$ cat src/ehp_pkg.sv
// shared types, constants and the byte classifier for the extensions header parser
// no dependencies
package ehp_pkg;

  localparam int BYTE_W = 8;
  localparam int ROLE_W = 3;

  typedef logic [BYTE_W-1:0] byte_t;
  typedef logic [ROLE_W-1:0] role_t;

  localparam role_t ROLE_DELIM  = 3'd0;
  localparam role_t ROLE_EXT    = 3'd1;
  localparam role_t ROLE_PNAME  = 3'd2;
  localparam role_t ROLE_PVALUE = 3'd3;
  localparam role_t ROLE_IGNORE = 3'd4;

  localparam byte_t CH_SPACE  = 8'h20;
  localparam byte_t CH_TAB    = 8'h09;
  localparam byte_t CH_COMMA  = 8'h2C;
  localparam byte_t CH_SEMI   = 8'h3B;
  localparam byte_t CH_EQUAL  = 8'h3D;
  localparam byte_t CH_QUOTE  = 8'h22;
  localparam byte_t CH_BSLASH = 8'h5C;
  localparam byte_t CH_DEL    = 8'h7F;

  typedef enum logic [2:0] {
    CLS_TOKEN,
    CLS_OWS,
    CLS_COMMA,
    CLS_SEMI,
    CLS_EQUAL,
    CLS_QUOTE,
    CLS_BSLASH,
    CLS_OTHER
  } byte_cls_t;

  // one classified transaction waiting for the grammar engine
  typedef struct packed {
    byte_t     data;
    byte_cls_t cls;
    logic      has_byte;
    logic      last;
  } queue_entry_t;

  function automatic logic tok_char_ok(input byte_t c);
    logic r;
    r = 1'b0;
    if ((c >= 8'h30 && c <= 8'h39) || (c >= 8'h41 && c <= 8'h5A) ||
        (c >= 8'h61 && c <= 8'h7A)) begin
      r = 1'b1;
    end else begin
      case (c)
        8'h21, 8'h23, 8'h24, 8'h25, 8'h26, 8'h27, 8'h2A, 8'h2B,
        8'h2D, 8'h2E, 8'h5E, 8'h5F, 8'h60, 8'h7C, 8'h7E: r = 1'b1;
        default: r = 1'b0;
      endcase
    end
    return r;
  endfunction

  function automatic byte_cls_t classify(input byte_t c);
    byte_cls_t k;
    if (tok_char_ok(c)) begin
      k = CLS_TOKEN;
    end else begin
      case (c)
        CH_SPACE, CH_TAB: k = CLS_OWS;
        CH_COMMA:         k = CLS_COMMA;
        CH_SEMI:          k = CLS_SEMI;
        CH_EQUAL:         k = CLS_EQUAL;
        CH_QUOTE:         k = CLS_QUOTE;
        CH_BSLASH:        k = CLS_BSLASH;
        default:          k = CLS_OTHER; // control bytes, DEL, high bytes, other punctuation
      endcase
    end
    return k;
  endfunction

endpackage

$ cat src/ehp_in_if.sv
// input channel of the extensions header parser: valid/ready plus header byte payload
// depends on ehp_pkg
interface ehp_in_if import ehp_pkg::*; ();
  logic  valid;
  logic  ready;
  byte_t in_byte;
  logic  has_byte;
  logic  last;

  modport source (output valid, output in_byte, output has_byte, output last, input ready);
  modport sink (input valid, input in_byte, input has_byte, input last, output ready);
endinterface

$ cat src/ehp_out_if.sv
// result channel of the extensions header parser: valid/ready plus tagged byte payload
// depends on ehp_pkg
interface ehp_out_if import ehp_pkg::*; ();
  logic  valid;
  logic  ready;
  byte_t out_byte;
  role_t role;
  logic  starts_extension;
  logic  starts_parameter;
  logic  done_res;
  logic  valid_res;

  modport source (output valid, output out_byte, output role, output starts_extension,
                  output starts_parameter, output done_res, output valid_res, input ready);
  modport sink (input valid, input out_byte, input role, input starts_extension,
                input starts_parameter, input done_res, input valid_res, output ready);
endinterface

$ cat src/ehp_front.sv
// front end: accepts input transactions and classifies each byte for the queue
// depends on ehp_pkg and ehp_in_if
module ehp_front import ehp_pkg::*; (
  ehp_in_if.sink       in_ch,
  input  logic         queue_full,
  output logic         push,
  output queue_entry_t push_entry
);

  assign in_ch.ready = !queue_full;
  assign push        = in_ch.valid && !queue_full;

  always_comb begin
    push_entry.data     = in_ch.has_byte ? in_ch.in_byte : '0;
    push_entry.cls      = classify(in_ch.in_byte);
    push_entry.has_byte = in_ch.has_byte;
    push_entry.last     = in_ch.last;
  end

endmodule

$ cat src/ehp_queue.sv
// short register queue between the classifier and the grammar engine
// depends on ehp_pkg
module ehp_queue import ehp_pkg::*; #(
  parameter int DEPTH = 2
) (
  input  logic         clk,
  input  logic         rst_n,
  input  logic         push,
  input  queue_entry_t push_entry,
  input  logic         pop,
  output logic         full,
  output logic         not_empty,
  output queue_entry_t head
);

  localparam int PTR_W = (DEPTH > 1) ? $clog2(DEPTH) : 1;
  localparam int CNT_W = $clog2(DEPTH + 1);
  localparam logic [PTR_W-1:0] LAST_PTR = PTR_W'(DEPTH - 1);
  localparam logic [CNT_W-1:0] FULL_CNT = CNT_W'(DEPTH);

  queue_entry_t     slots_r [DEPTH];
  logic [PTR_W-1:0] wr_ptr_r, wr_ptr_nxt;
  logic [PTR_W-1:0] rd_ptr_r, rd_ptr_nxt;
  logic [CNT_W-1:0] count_r, count_nxt;

  assign full      = (count_r == FULL_CNT);
  assign not_empty = (count_r != '0);
  assign head      = slots_r[rd_ptr_r];

  always_comb begin
    wr_ptr_nxt = wr_ptr_r;
    rd_ptr_nxt = rd_ptr_r;
    count_nxt  = count_r;
    if (push) begin
      wr_ptr_nxt = (wr_ptr_r == LAST_PTR) ? '0 : wr_ptr_r + 1'b1;
    end
    if (pop) begin
      rd_ptr_nxt = (rd_ptr_r == LAST_PTR) ? '0 : rd_ptr_r + 1'b1;
    end
    if (push && !pop) begin
      count_nxt = count_r + 1'b1;
    end else if (pop && !push) begin
      count_nxt = count_r - 1'b1;
    end
  end

  always_ff @(posedge clk) begin
    if (!rst_n) begin
      wr_ptr_r <= '0;
      rd_ptr_r <= '0;
      count_r  <= '0;
    end else begin
      wr_ptr_r <= wr_ptr_nxt;
      rd_ptr_r <= rd_ptr_nxt;
      count_r  <= count_nxt;
    end
  end

  always_ff @(posedge clk) begin
    if (push) begin
      slots_r[wr_ptr_r] <= push_entry;
    end
  end

endmodule

$ cat src/ehp_back.sv
// back end: grammar state machine over classified bytes, with the result register
// depends on ehp_pkg and ehp_out_if
module ehp_back import ehp_pkg::*; (
  input  logic         clk,
  input  logic         rst_n,
  input  logic         entry_valid,
  input  queue_entry_t entry,
  output logic         pop,
  ehp_out_if.source    out_ch
);

  typedef enum logic [3:0] {
    ST_EXT_PRE,
    ST_EXT_NAME,
    ST_AFTER_ITEM,
    ST_PAR_PRE,
    ST_PAR_NAME,
    ST_AFTER_PNAME,
    ST_VAL_PRE,
    ST_VAL_TOKEN,
    ST_QUOTED,
    ST_ESCAPE,
    ST_ERROR
  } state_t;

  state_t state_r, state_nxt, step_state;
  logic   qne_r, qne_nxt;
  logic   out_valid_r;
  byte_t  out_byte_r;
  role_t  role_r, role_nxt;
  logic   sx_r, sx_nxt;
  logic   sp_r, sp_nxt;
  logic   done_r;
  logic   ok_r, ok_nxt;
  logic   is_sep;
  state_t sep_state;

  assign pop = entry_valid && (!out_valid_r || out_ch.ready);

  assign out_ch.valid            = out_valid_r;
  assign out_ch.out_byte         = out_byte_r;
  assign out_ch.role             = role_r;
  assign out_ch.starts_extension = sx_r;
  assign out_ch.starts_parameter = sp_r;
  assign out_ch.done_res         = done_r;
  assign out_ch.valid_res        = ok_r;

  // comma opens a new extension, semicolon a new parameter
  assign is_sep    = (entry.cls == CLS_COMMA) || (entry.cls == CLS_SEMI);
  assign sep_state = (entry.cls == CLS_SEMI) ? ST_PAR_PRE : ST_EXT_PRE;

  always_comb begin
    step_state = ST_ERROR;
    role_nxt   = ROLE_IGNORE;
    sx_nxt     = 1'b0;
    sp_nxt     = 1'b0;
    qne_nxt    = qne_r;
    if (entry.has_byte) begin
      case (state_r)
        ST_EXT_PRE: begin
          if (entry.cls == CLS_OWS) begin
            step_state = ST_EXT_PRE; role_nxt = ROLE_DELIM;
          end else if (entry.cls == CLS_TOKEN) begin
            step_state = ST_EXT_NAME; role_nxt = ROLE_EXT; sx_nxt = 1'b1;
          end
        end
        ST_EXT_NAME: begin
          if (entry.cls == CLS_TOKEN) begin
            step_state = ST_EXT_NAME; role_nxt = ROLE_EXT;
          end else if (entry.cls == CLS_OWS) begin
            step_state = ST_AFTER_ITEM; role_nxt = ROLE_DELIM;
          end else if (is_sep) begin
            step_state = sep_state; role_nxt = ROLE_DELIM;
          end
        end
        ST_AFTER_ITEM: begin
          if (entry.cls == CLS_OWS) begin
            step_state = ST_AFTER_ITEM; role_nxt = ROLE_DELIM;
          end else if (is_sep) begin
            step_state = sep_state; role_nxt = ROLE_DELIM;
          end
        end
        ST_PAR_PRE: begin
          if (entry.cls == CLS_OWS) begin
            step_state = ST_PAR_PRE; role_nxt = ROLE_DELIM;
          end else if (entry.cls == CLS_TOKEN) begin
            step_state = ST_PAR_NAME; role_nxt = ROLE_PNAME; sp_nxt = 1'b1;
          end
        end
        ST_PAR_NAME: begin
          if (entry.cls == CLS_TOKEN) begin
            step_state = ST_PAR_NAME; role_nxt = ROLE_PNAME;
          end else if (entry.cls == CLS_OWS) begin
            step_state = ST_AFTER_PNAME; role_nxt = ROLE_DELIM;
          end else if (entry.cls == CLS_EQUAL) begin
            step_state = ST_VAL_PRE; role_nxt = ROLE_DELIM;
          end else if (is_sep) begin
            step_state = sep_state; role_nxt = ROLE_DELIM;
          end
        end
        ST_AFTER_PNAME: begin
          if (entry.cls == CLS_OWS) begin
            step_state = ST_AFTER_PNAME; role_nxt = ROLE_DELIM;
          end else if (entry.cls == CLS_EQUAL) begin
            step_state = ST_VAL_PRE; role_nxt = ROLE_DELIM;
          end else if (is_sep) begin
            step_state = sep_state; role_nxt = ROLE_DELIM;
          end
        end
        ST_VAL_PRE: begin
          if (entry.cls == CLS_OWS) begin
            step_state = ST_VAL_PRE; role_nxt = ROLE_DELIM;
          end else if (entry.cls == CLS_QUOTE) begin
            step_state = ST_QUOTED; role_nxt = ROLE_PVALUE; qne_nxt = 1'b0;
          end else if (entry.cls == CLS_TOKEN) begin
            step_state = ST_VAL_TOKEN; role_nxt = ROLE_PVALUE;
          end
        end
        ST_VAL_TOKEN: begin
          if (entry.cls == CLS_TOKEN) begin
            step_state = ST_VAL_TOKEN; role_nxt = ROLE_PVALUE;
          end else if (entry.cls == CLS_OWS) begin
            step_state = ST_AFTER_ITEM; role_nxt = ROLE_DELIM;
          end else if (is_sep) begin
            step_state = sep_state; role_nxt = ROLE_DELIM;
          end
        end
        ST_QUOTED: begin
          // closing quote only counts once the string holds something
          if (entry.cls == CLS_QUOTE) begin
            if (qne_r) begin
              step_state = ST_AFTER_ITEM; role_nxt = ROLE_PVALUE;
            end
          end else if (entry.cls == CLS_BSLASH) begin
            step_state = ST_ESCAPE; role_nxt = ROLE_PVALUE;
          end else if (entry.cls == CLS_TOKEN) begin
            step_state = ST_QUOTED; role_nxt = ROLE_PVALUE; qne_nxt = 1'b1;
          end
        end
        ST_ESCAPE: begin
          if (entry.cls == CLS_TOKEN) begin
            step_state = ST_QUOTED; role_nxt = ROLE_PVALUE; qne_nxt = 1'b1;
          end
        end
        default: begin
          step_state = ST_ERROR;
        end
      endcase
      if (step_state == ST_ERROR) begin
        role_nxt = ROLE_IGNORE;
        sx_nxt   = 1'b0;
        sp_nxt   = 1'b0;
      end
    end else begin
      step_state = state_r;
    end

    ok_nxt = entry.last && ((step_state == ST_EXT_NAME) || (step_state == ST_AFTER_ITEM) ||
                            (step_state == ST_PAR_NAME) || (step_state == ST_AFTER_PNAME) ||
                            (step_state == ST_VAL_TOKEN));

    state_nxt = step_state;
    // end mark returns the parser to its start
    if (entry.last) begin
      state_nxt = ST_EXT_PRE;
      qne_nxt   = 1'b0;
    end
  end

  always_ff @(posedge clk) begin
    if (!rst_n) begin
      state_r     <= ST_EXT_PRE;
      qne_r       <= 1'b0;
      out_valid_r <= 1'b0;
    end else begin
      if (pop) begin
        state_r     <= state_nxt;
        qne_r       <= qne_nxt;
        out_valid_r <= 1'b1;
      end else if (out_ch.ready) begin
        out_valid_r <= 1'b0;
      end
    end
  end

  always_ff @(posedge clk) begin
    if (pop) begin
      out_byte_r <= entry.data;
      role_r     <= role_nxt;
      sx_r       <= sx_nxt;
      sp_r       <= sp_nxt;
      done_r     <= entry.last;
      ok_r       <= ok_nxt;
    end
  end

endmodule

$ cat src/extension_header_parser_top.sv
// an accepted input transaction is written into the queue, then the grammar state machine
// pops it and registers the result transaction on the output channel
// throughput: one byte per cycle while the result channel does not stall, set by the grammar
// state machine; the queue between classifier and state machine lets either side stall alone
// reset: synchronous active-low rst_n empties the queue, drops the pending result
// and returns the parser to expecting an extension name
module extension_header_parser_top import ehp_pkg::*; #(
  parameter int QUEUE_DEPTH = 2
) (
  input  logic       clk,
  input  logic       rst_n,
  ehp_in_if.sink     in_ch,
  ehp_out_if.source  out_ch
);

  logic         push;
  logic         pop;
  logic         queue_full;
  logic         queue_not_empty;
  queue_entry_t push_entry;
  queue_entry_t head;

  ehp_front u_front (
    .in_ch      (in_ch),
    .queue_full (queue_full),
    .push       (push),
    .push_entry (push_entry)
  );

  ehp_queue #(
    .DEPTH (QUEUE_DEPTH)
  ) u_queue (
    .clk        (clk),
    .rst_n      (rst_n),
    .push       (push),
    .push_entry (push_entry),
    .pop        (pop),
    .full       (queue_full),
    .not_empty  (queue_not_empty),
    .head       (head)
  );

  ehp_back u_back (
    .clk         (clk),
    .rst_n       (rst_n),
    .entry_valid (queue_not_empty),
    .entry       (head),
    .pop         (pop),
    .out_ch      (out_ch)
  );

endmodule
$ cat src/flat_wrapper.sv
// flat-port wrapper written by rule: the top's interface ports become plain ports
module extension_header_parser_top_flat import ehp_pkg::*;
#(
  parameter int QUEUE_DEPTH = 2
)
  (clk, rst_n, in_ch_valid, in_ch_in_byte, in_ch_has_byte, in_ch_last, in_ch_ready, out_ch_valid, out_ch_out_byte, out_ch_role, out_ch_starts_extension, out_ch_starts_parameter, out_ch_done_res, out_ch_valid_res, out_ch_ready);
  ehp_in_if in_ch_i ();
  ehp_out_if out_ch_i ();
  input  logic clk;
  input  logic rst_n;
  input wire logic [$bits(in_ch_i.valid)-1:0] in_ch_valid;
  input wire logic [$bits(in_ch_i.in_byte)-1:0] in_ch_in_byte;
  input wire logic [$bits(in_ch_i.has_byte)-1:0] in_ch_has_byte;
  input wire logic [$bits(in_ch_i.last)-1:0] in_ch_last;
  output wire logic [$bits(in_ch_i.ready)-1:0] in_ch_ready;
  output wire logic [$bits(out_ch_i.valid)-1:0] out_ch_valid;
  output wire logic [$bits(out_ch_i.out_byte)-1:0] out_ch_out_byte;
  output wire logic [$bits(out_ch_i.role)-1:0] out_ch_role;
  output wire logic [$bits(out_ch_i.starts_extension)-1:0] out_ch_starts_extension;
  output wire logic [$bits(out_ch_i.starts_parameter)-1:0] out_ch_starts_parameter;
  output wire logic [$bits(out_ch_i.done_res)-1:0] out_ch_done_res;
  output wire logic [$bits(out_ch_i.valid_res)-1:0] out_ch_valid_res;
  input wire logic [$bits(out_ch_i.ready)-1:0] out_ch_ready;
  assign in_ch_i.valid = in_ch_valid;
  assign in_ch_i.in_byte = in_ch_in_byte;
  assign in_ch_i.has_byte = in_ch_has_byte;
  assign in_ch_i.last = in_ch_last;
  assign in_ch_ready = in_ch_i.ready;
  assign out_ch_valid = out_ch_i.valid;
  assign out_ch_out_byte = out_ch_i.out_byte;
  assign out_ch_role = out_ch_i.role;
  assign out_ch_starts_extension = out_ch_i.starts_extension;
  assign out_ch_starts_parameter = out_ch_i.starts_parameter;
  assign out_ch_done_res = out_ch_i.done_res;
  assign out_ch_valid_res = out_ch_i.valid_res;
  assign out_ch_i.ready = out_ch_ready;
  extension_header_parser_top #(.QUEUE_DEPTH(QUEUE_DEPTH)) u_core (.clk(clk), .rst_n(rst_n), .in_ch(in_ch_i), .out_ch(out_ch_i));
endmodule
$ cat config.mk
export PLATFORM = sky130hd
export DESIGN_NAME = extension_header_parser_top_flat
export DESIGN_NICKNAME = d
export VERILOG_FILES = /design/src/ehp_pkg.sv /design/src/ehp_in_if.sv /design/src/ehp_out_if.sv /design/src/ehp_front.sv /design/src/ehp_queue.sv /design/src/ehp_back.sv /design/src/extension_header_parser_top.sv /design/src/flat_wrapper.sv
export SDC_FILE = /design/constraint.sdc
export NUM_CORES = 1
export LEC_CHECK = 0
export CAP_MARGIN = 25
export CORE_ASPECT_RATIO = 0.7
export CORE_MARGIN = 2
export CORE_UTILIZATION = 35
export CTS_BUF_LIST = sky130_fd_sc_hd__clkbuf_2
export CTS_CLUSTER_SIZE = 8
export DETAILED_ROUTE_END_ITERATION = 12
export DONT_BUFFER_PORTS = 1
export PLACE_DENSITY = 0.57
export RECOVER_POWER = 25
export SETUP_SLACK_MARGIN = 0.3
export SYNTH_ARGS = -nofsm -noshare
export SYNTH_HDL_FRONTEND = slang
export SYNTH_HIERARCHICAL = 1
export SYNTH_SLANG_ARGS = --single-unit
$ cat constraint.sdc
create_clock -name clk -period 2.65 [get_ports clk]
set_input_delay 0.1325 -clock clk [delete_from_list [all_inputs] [get_ports clk]]
set_output_delay 0.1325 -clock clk [all_outputs]
set_load 0.005 [all_outputs]
## Yosys cells after proc, flatten, opt, wreduce, memory -nomap -nowiden

Memories as Yosys holds them, arrays and structs flattened. A register that Yosys moved wholly into a read port is not among the register bits.
Index checks and enable logic that the tools add are counted.

| storage, ports and cells | value |
|---|---|
| register bits after elaboration | 25 |
| bits in writable memories | 26 |
| output and inout bits | 17 |
| word-level logic and storage cells | 173 |
| memories | 1 |

| cells by class | value |
|---|---|
| add/subtract/negate cells | 4 |
| magnitude comparators | 6 |
| eq/ne operators | 48 |
| mux-type cells | 66 |
| bitwise operators | 3 |
| reduce and logical (&&, ||, !) cells | 33 |

Memories:

| name | words | width | rd ports | clocked after Yosys merged registers in | write ports | RTL line | source |
|---|---|---|---|---|---|---|---|
| u_core.u_queue.slots_r | 2 | 13 | 1 | 1 | 1 | ehp_queue.sv:21 | `queue_entry_t slots_r [DEPTH];` |

Operators by type and width:

| operator | number |
|---|---|
| 8-bit by 6-bit equality test with 1-bit output (second input constant) | 15 |
| 4-bit 2-to-1 mux | 19 |
| 3-bit 2-to-1 mux | 18 |
| 8-bit by 7-bit equality test with 1-bit output (second input constant) | 6 |
| 4-bit case mux with 10 select lines | 1 |
| 3-bit case mux with 10 select lines | 1 |
| 4-bit by 3-bit equality test with 1-bit output (second input constant) | 7 |
| 1-bit 2-to-1 mux | 19 |
| 3-bit case mux with 6 select lines | 1 |
| 8-bit by 7-bit greater-or-equal comparator with 1-bit output (second input constant) | 2 |
| 8-bit by 7-bit less-or-equal comparator with 1-bit output (second input constant) | 2 |
| 15-bit OR reduction | 1 |
| 4-bit by 2-bit equality test with 1-bit output (second input constant) | 3 |
| 4-bit equality test (second input constant) | 3 |
| 3-bit != test (second input constant) | 4 |
| 2-bit 2-to-1 mux | 5 |
| 3-bit equality test (second input constant) | 3 |
| 4-bit by 1-bit equality test with 1-bit output (second input constant) | 2 |
| 8-bit by 4-bit equality test with 1-bit output (second input constant) | 1 |
| 8-bit by 6-bit greater-or-equal comparator with 1-bit output (second input constant) | 1 |
| 8-bit by 6-bit less-or-equal comparator with 1-bit output (second input constant) | 1 |
| 1-bit logical AND | 8 |
| 1-bit logical OR | 8 |
| 8-bit 2-to-1 mux | 1 |
| 16 further kinds | 28 |

## Logic depth before layout (Yosys ltp)

Gate-level depths: netlist (run 1).

| logic depth | value |
|---|---|
| depth in word-level cells | 15 |
| depth in mapped cells | 10 |
| gate-level depth less buffers | 8 |

## By module

Netlist (run 1), hierarchy kept.

By module, submodules not included:

| module | times used | cells each | area each (um^2) |
|---|---|---|---|
| ehp_back | 1 | 159 | 1442.6 |
| ehp_queue | 1 | 62 | 1153.6 |
| ehp_front | 1 | 60 | 402.9 |

## Worst setup path after synthesis (run 1)

OpenSTA, ideal clock, no wires.

| timing | value |
|---|---|
| path kind | reg-to-reg |
| start point | register with a tool-made name |
| end point | register u_core.u_back.ok_r (netlist: u_core/u_back/out_ch.valid_res), data pin |
| setup time | 0.174 ns |
| data arrival time | 2.404 ns |
| required time | 2.476 ns |
| path slack | 0.072 ns |
| stages on the path, launching flop included | 10 |
| buffers on the path | 2 |
| period minus slack after synthesis | 2.578 ns |
| cells stage by stage | dfxtp_1 buf_2 mux2_2 buf_2 or3b_1 a32o_1 a41oi_4 o32ai_4 xnor2_1 a311oi_1 |

RTL lines:

| what | RTL line | source |
|---|---|---|
| end signal, assigned | ehp_back.sv:193 | `ok_r <= ok_nxt;` |
| end, declared | ehp_back.sv:34 | `logic ok_r, ok_nxt;` |

==> metrics.txt, run 1 <==
CTS tree=built; Pwr Total=2.687 mW; Worst Tran Pin Value=0.6410 ns; via count=2210; worst min path class=input pin to flip-flop; most frequent cells in the layout=edfxtp_1, buf_4, nand2_1; Total GRT Usage=0.1479; ys flop type=edfxtp_1; Clock Root Buffer=clkbuf_2; combinational share of power=0.407; slew margin rel.=0.5727; RSZ-0062 raised after global routing=yes; Crit. End Element=flip-flop; CP Class=flip-flop to flip-flop; cell-internal power=1.700 mW; area grow syn2layout=14.60%; Routed WL=6546 um; Die ar.=9337 um^2; core area=8373 um^2; met3 wire len=463 um; chip height=81.45 um; max-cap violation count=0; count of flip-flops with a built-in enable after synthesis=41; Crit Path Max Fanout=5; uppermost layer routed=met4; most common cell after layout, fill and taps aside=edfxtp_1; H-tree Lvls=2; Util after Layout=0.4105; 1st-iter DRT viols=183; Ys Warns=6; period utilisation layout=0.8833; CP required=2.92 ns; Peak Freq=427.2 MHz; sequential area share after synthesis=0.4839; clock sinks=52; I/O Pins=31; Layout Nets=315; met1 wire length=3345 um; Final Setup Violations=0; Clk Latency, worst-skew pair=0.44 ns; Longest Clk Path Bufs=2; Fin Setup TNS=0 ns; vias in the first global route=2105; Vias/cell=5.443; final clock skew=0.02253 ns; antenna cells=0; PortBufs=0; final RePlAce weighted congestion=0.8680; post-synthesis net count=296; DRC violation count after routing=0; PwrDens=781.8 nW/um^2; sequential power share=0.472; Post-Syn Area=2999 um^2; share of layout cells above drive strength 1=0.2292; clk slew on worst S/H paths=0.26 ns; Async SR Flop Fraction=0; Arr. time, crit path=2.61 ns; maximum vdd drop=0.0004185 V; Rows=28; min Tclk post-route=2.341 ns; HPWL after detailed placement=4438 um; NetSw=0.9867 mW; initial antenna violation count=0; CTS Buf Count=5; met2 wire length=2714 um; antenna viol nets, final=0; largest net degree at the start of global routing=20; Cells after Synth=281; Worst Setup Start Kind=flip-flop; die width=114.6 um; Distinct cells, synth=66; clock share of power=0.121; routed len/inst=16.12 um; first-pass GRT wire length=10760 um; register bit total from synthesis=52; Starting Density=0.3582; TritonRoute pass-1 iters=4; synthesized area per cell=10.67 um^2; Leak=1.201 nW; status=finished, final reports clean; GRT overflow=0; final hold vios=0; Sw Ratio=0.3672; max-slew violation count=0
cells in the mapped netlist (all sizes together), types with 2 or more instances:
master   count  area [um^2]
and2        15        93.84
nor4         5        31.28
and3         5        31.28
a41oi        2        36.29
o31ai        4        30.03
buf         16        92.58
o21ai       17        85.08
or3          3        23.77
a21boi       4        30.03
nand3        5        25.02
dfxtp       11        220.2
a211oi       3        22.52
mux2        14        157.7
a41o         2        20.02
xnor2        4        35.03
a21oi       15        75.07
or2          4        25.02
nand4        2        12.51
mux2i        2        20.02
a2111oi      2        42.54
edfxtp      41         1231
clkbuf       6        23.77
nand2       19        73.82
or3b         3        28.78
inv          8        30.03
nor2        12        47.55
nor3         8        40.04
nor4b        2        17.52
a22oi        2        15.01
nor3b        6        45.04
o211ai       2        15.01
nand2b       3        18.77
xor2         3        26.28
nor2b       10        62.56
and3b        3        27.53
metrics by stage:
step / cells / hold slack (ns) / instance area (um^2) / setup WS (ns)
2_1_floorplan: 281 / 0.2500 / 3020 / 0.2968
3_3_place_gp: 382 / 0.2317 / 3158 / 0.2282
3_5_place_dp: 382 / 0.2317 / 3158 / 0.2380
4_1_cts: 405 / 0.06361 / 3374 / 0.2613
5_1_grt: 406 / 0.04182 / 3437 / 0.1803
6_report: 406 / 0.08290 / 3437 / 0.3092
cell type report:
cell class	count	area (um^2)
Sequential cell	52	1456
Tap cell	105	131.4
Multi-Input combinational cell	199	1464
Timing Repair Buffer	34	309.0
Clock buffer	6	30.03
Clock inverter	2	16.27
Inverter	8	30.03
Fill cell	798	4936
timing repair:
item                       in CTS  in global routing
hold endpoints to repair       31                  0
gates cloned                    0                  0
pin swaps                       5                  6
setup endpoints to repair       5                  6
gates resized for setup         7                 14
setup buffers                   3                  1
hold buffers                   12                  0
flip-flops by register name, indices dropped and copies added, names as in the netlist, named ones only:
register,cells
u_core/u_back/out_ch.starts_parameter,1
u_core/u_queue/slots_r,26
u_core/u_back/out_ch.valid_res,1
u_core/u_back/out_ch.out_byte,8
u_core/u_back/out_ch.role,3
u_core/u_queue/wr_ptr_r,1
u_core/u_back/out_ch.valid,1
u_core/u_back/state_r,4
u_core/u_queue/rd_ptr_r,1
u_core/u_queue/count_r,2
u_core/u_back/out_ch.starts_extension,1
u_core/u_back/qne_r,1
u_core/u_back/out_ch.done_res,1
worst paths after layout:
kind / from / end / slack (ns) / cells after the start
setup / recovery: flip-flop / u_core/u_back/out_ch.valid_res$_DFFE_PP_ / 0.31 / 7
hold / removal: in_ch_valid / u_core/u_queue/wr_ptr_r$_SDFFE_PN0P_ / 0.08 / 3
setup reg to reg: flip-flop / u_core/u_back/out_ch.valid_res$_DFFE_PP_ / 0.31 / 7
hold reg to reg: u_core/u_queue/count_r[1]$_SDFFE_PN0P_ / u_core/u_queue/count_r[1]$_SDFFE_PN0P_ / 0.53 / 2
critical path, stage by stage, from the launching register on:
cell and delay, ns:
dfxtp_4 0.45, mux2_4 0.33, or3b_1 0.37, a32o_2 0.26, a41oi_4 0.21, o32ai_4 0.12
xnor2_1 0.17, a311oi_1 0.28
power groups by stage:
| stage | logic [mW] | clock network (mW) | registers [mW] |
|---|---|---|---|
| after detailed placement | 0.952 | 0 | 1.29 |
| after CTS | 1.02 | 0.334 | 1.27 |
| after floorplan | 0.766 | 0 | 1.24 |
| after global routing | 1.19 | 0.367 | 1.30 |
| final | 1.09 | 0.324 | 1.27 |
| after global placement | 0.946 | 0 | 1.29 |
cell families after synthesis:
logic type / share of synthesized area
adders and majority gates: 0.004171
DFF: 0.4839
and+or+nand+nor: 0.2215
AOI/OAI and AO/OA: 0.1619
muxes: 0.05924
buffers and inverters: 0.04881
xor gates and xnor gates: 0.02044
metal layers:
layer  GRT usage  vias up
met5           0        -
met4     0.02683        0
li1            -     1089
met1      0.2254     1051
met2      0.2071       68
met3     0.04280        2
Power figures use the tool's default switching activity.
==> inputs of run 2 (changes only) <==
--- a/config.mk
+++ b/config.mk
@@ -7,4 +7,6 @@
 export LEC_CHECK = 0
 export CAP_MARGIN = 25
+export CELL_PAD_IN_SITES_DETAIL_PLACEMENT = 1
+export CELL_PAD_IN_SITES_GLOBAL_PLACEMENT = 1
 export CORE_ASPECT_RATIO = 0.7
 export CORE_MARGIN = 2
@@ -14,7 +16,6 @@
 export DETAILED_ROUTE_END_ITERATION = 12
 export DONT_BUFFER_PORTS = 1
-export PLACE_DENSITY = 0.57
+export PLACE_DENSITY = 0.67
 export RECOVER_POWER = 25
-export SETUP_SLACK_MARGIN = 0.3
 export SYNTH_ARGS = -nofsm -noshare
 export SYNTH_HDL_FRONTEND = slang
==> constraint.sdc (replaced) <==
create_clock -name clk -period 2.65 [get_ports clk]
set_input_delay 0.1325 -clock clk [delete_from_list [all_inputs] [get_ports clk]]
set_output_delay 0.1325 -clock clk [all_outputs]
set_load 0.02 [all_outputs]
==> metrics.txt, run 2 (synthesized netlist as in run 1, its figures left out) <==
status=finished, final reports clean; setup bufs post-CTS=0 (-3); Longest Clk Path Bufs=2 (unchanged); crit-path cells=mux2_2, a21oi_1, a21boi_1, a2bb2oi_1, o32ai_4, xnor2_1, a311oi_1; PwrDens=833.2 nW/um^2 (+6.6%); Crit. End Element=flip-flop; Clock Root Buffer=clkbuf_2; TritonRoute pass-1 iters=4 (unchanged); RSZ-0062 raised after global routing=no; maximum vdd drop=0.0004647 V (+11%); CP required=2.97 ns (+0.05 ns); share of layout cells above drive strength 1=0.1919 (-0.03732); final clock skew=0.03310 ns (+0.01057 ns); Arr. time, crit path=2.82 ns (+0.21 ns); core area=8373 um^2 (unchanged); Clk Latency, worst-skew pair=0.48 ns (+0.04 ns); final hold vios=0 (unchanged); first-pass GRT wire length=11900 um (+11%); I/O Pins=31 (unchanged); Worst Setup Start Kind=flip-flop; vias in the first global route=2177 (+3.4%); antenna viol nets, final=0 (unchanged); H-tree Lvls=2 (unchanged); Die ar.=9337 um^2 (unchanged); slowest stage delay, CP=0.49 ns (+0.04 ns); worst min path class=input pin to flip-flop; filler cell count=954 (+20%); number of flip-flops in the largest register=26 (unchanged); antenna cells=0 (unchanged); HPWL after detailed placement=5152 um (+16%); Top delay family on crit path=compound AO/OA/AOI/OAI gates; Total GRT Usage=0.1697 (+0.02173); initial antenna violation count=0 (unchanged); Worst Tran Pin Value=0.6705 ns (+0.02951 ns); die width=114.6 um (unchanged); Rows=28 (unchanged); PortBufs=0 (unchanged); Largest Register=u_core/u_queue/slots_r; max-slew violation count=0 (unchanged); Vias/cell=5.560 (+2.1%); CP Class=flip-flop to flip-flop; worst path bufs/invs=0 (unchanged); Peak Freq=400.5 MHz (-6.3%); Final Setup Violations=0 (unchanged); min Tclk post-route=2.497 ns (+0.1562 ns); most frequent cells in the layout=edfxtp_1, buf_4, nand2_1; clock sinks=52 (unchanged); DRC violation count after routing=0 (unchanged); CTS tree=built; Fin Setup TNS=0 ns (unchanged); Starting Density=0.3582 (unchanged); area grow syn2layout=11.18%; GRT overflow=0 (unchanged); via count=2235 (+1.1%); max-cap violation count=0 (unchanged); 1st-iter DRT viols=130 (-29%); hold_ws=0.05493 ns (-0.02797 ns); final RePlAce weighted congestion=0.8994 (+3.6%); routed len/inst=18.08 um (+12%); slew margin rel.=0.5524 (-0.02029); clk slew on worst S/H paths=0.27 ns (about the same); CTS Buf Count=5 (unchanged); most common cell after layout, fill and taps aside=edfxtp_1; Worst path slowest cell=dfxtp_1; Layout Nets=311 (-1.3%); largest net degree at the start of global routing=20 (unchanged); chip height=81.45 um (unchanged); period utilisation layout=0.9423 (+0.05893); Routed WL=7268 um (+11%); Leak=1.153 nW (-4.0%); Crit Path Max Fanout=9 (+4)
run 2: cell count changes in the layout (fill, tap and decap cells not counted), sizes merged:
cell / before / now
buf: 22 / 18
clkbuf: 6 / 5
clkinv: 1 / 0
clkinvlp: 1 / 0
inv: 8 / 11
run 2: worst register-to-register path: cells and delay by family (launching register included):
family	cells	cell delay, ns
multiplexers	1	0.44
AO/OA/AOI/OAI	5	1.33
flip-flops	1	0.49
XOR/XNOR	1	0.10
run 2: what timing repair did:
action	4_1_cts	5_1_grt
hold endpoints to repair	31	0
resized for setup	0	3
hold buffers	12	0
endpoints found under the setup margin	0	5
run 2: worst paths after layout:
path                                     startpoint                                        to  slack (ns)  depth (start not counted)
max                                       flip-flop  u_core/u_back/out_ch.valid_res$_DFFE_PP_        0.15                          7
min reg2reg  u_core/u_queue/count_r[1]$_SDFFE_PN0P_    u_core/u_queue/count_r[1]$_SDFFE_PN0P_        0.53                          2
max reg2reg                               flip-flop  u_core/u_back/out_ch.valid_res$_DFFE_PP_        0.15                          7
min                                     in_ch_valid      u_core/u_queue/wr_ptr_r$_SDFFE_PN0P_        0.05                          3
run 2: area by class of cell:
| class | count | area, um^2 | area share |
|---|---|---|---|
| timing repair buffer | 30 | 255.2 | 0.07655 |
| multi-input combinational | 199 | 1413 | 0.4236 |
| sequential | 52 | 1451 | 0.4353 |
| inverter | 8 | 30.03 | 0.009006 |
| clock inverter | 3 | 28.78 | 0.008630 |
| clock buffer | 5 | 25.02 | 0.007505 |
| tap | 105 | 131.4 | 0.03940 |
run 2: per-stage QoR:
stage	worst slack [ns]	std cells	power, mW	area (um^2)	utilization
floorplan	0.07212	281	2.121	2999	-
global placement	0.1070	382	2.396	3149	0.3761
detailed placement	0.05260	382	2.410	3149	0.3761
CTS	0.05123	402	2.792	3323	0.3969
global route	0.01533	402	2.967	3334	0.3982
finish	0.1530	402	2.778	3334	0.3982
run 2: where the power goes:
group / switching (mW) / internal, mW / leakage (nW)
clock network: 0.276 / 0.0801 / 0.0359
registers: 0.249 / 1.15 / 0.478
logic: 0.604 / 0.420 / 0.639
run 2: per-layer routing:
| layer | GRT usage | part of all wire |
|---|---|---|
| met2 | 0.2414 | 0.40 |
| met5 | 0 | 0 |
| met1 | 0.2474 | 0.53 |
| met4 | 0.05244 | 0.013 |
| met3 | 0.04871 | 0.052 |
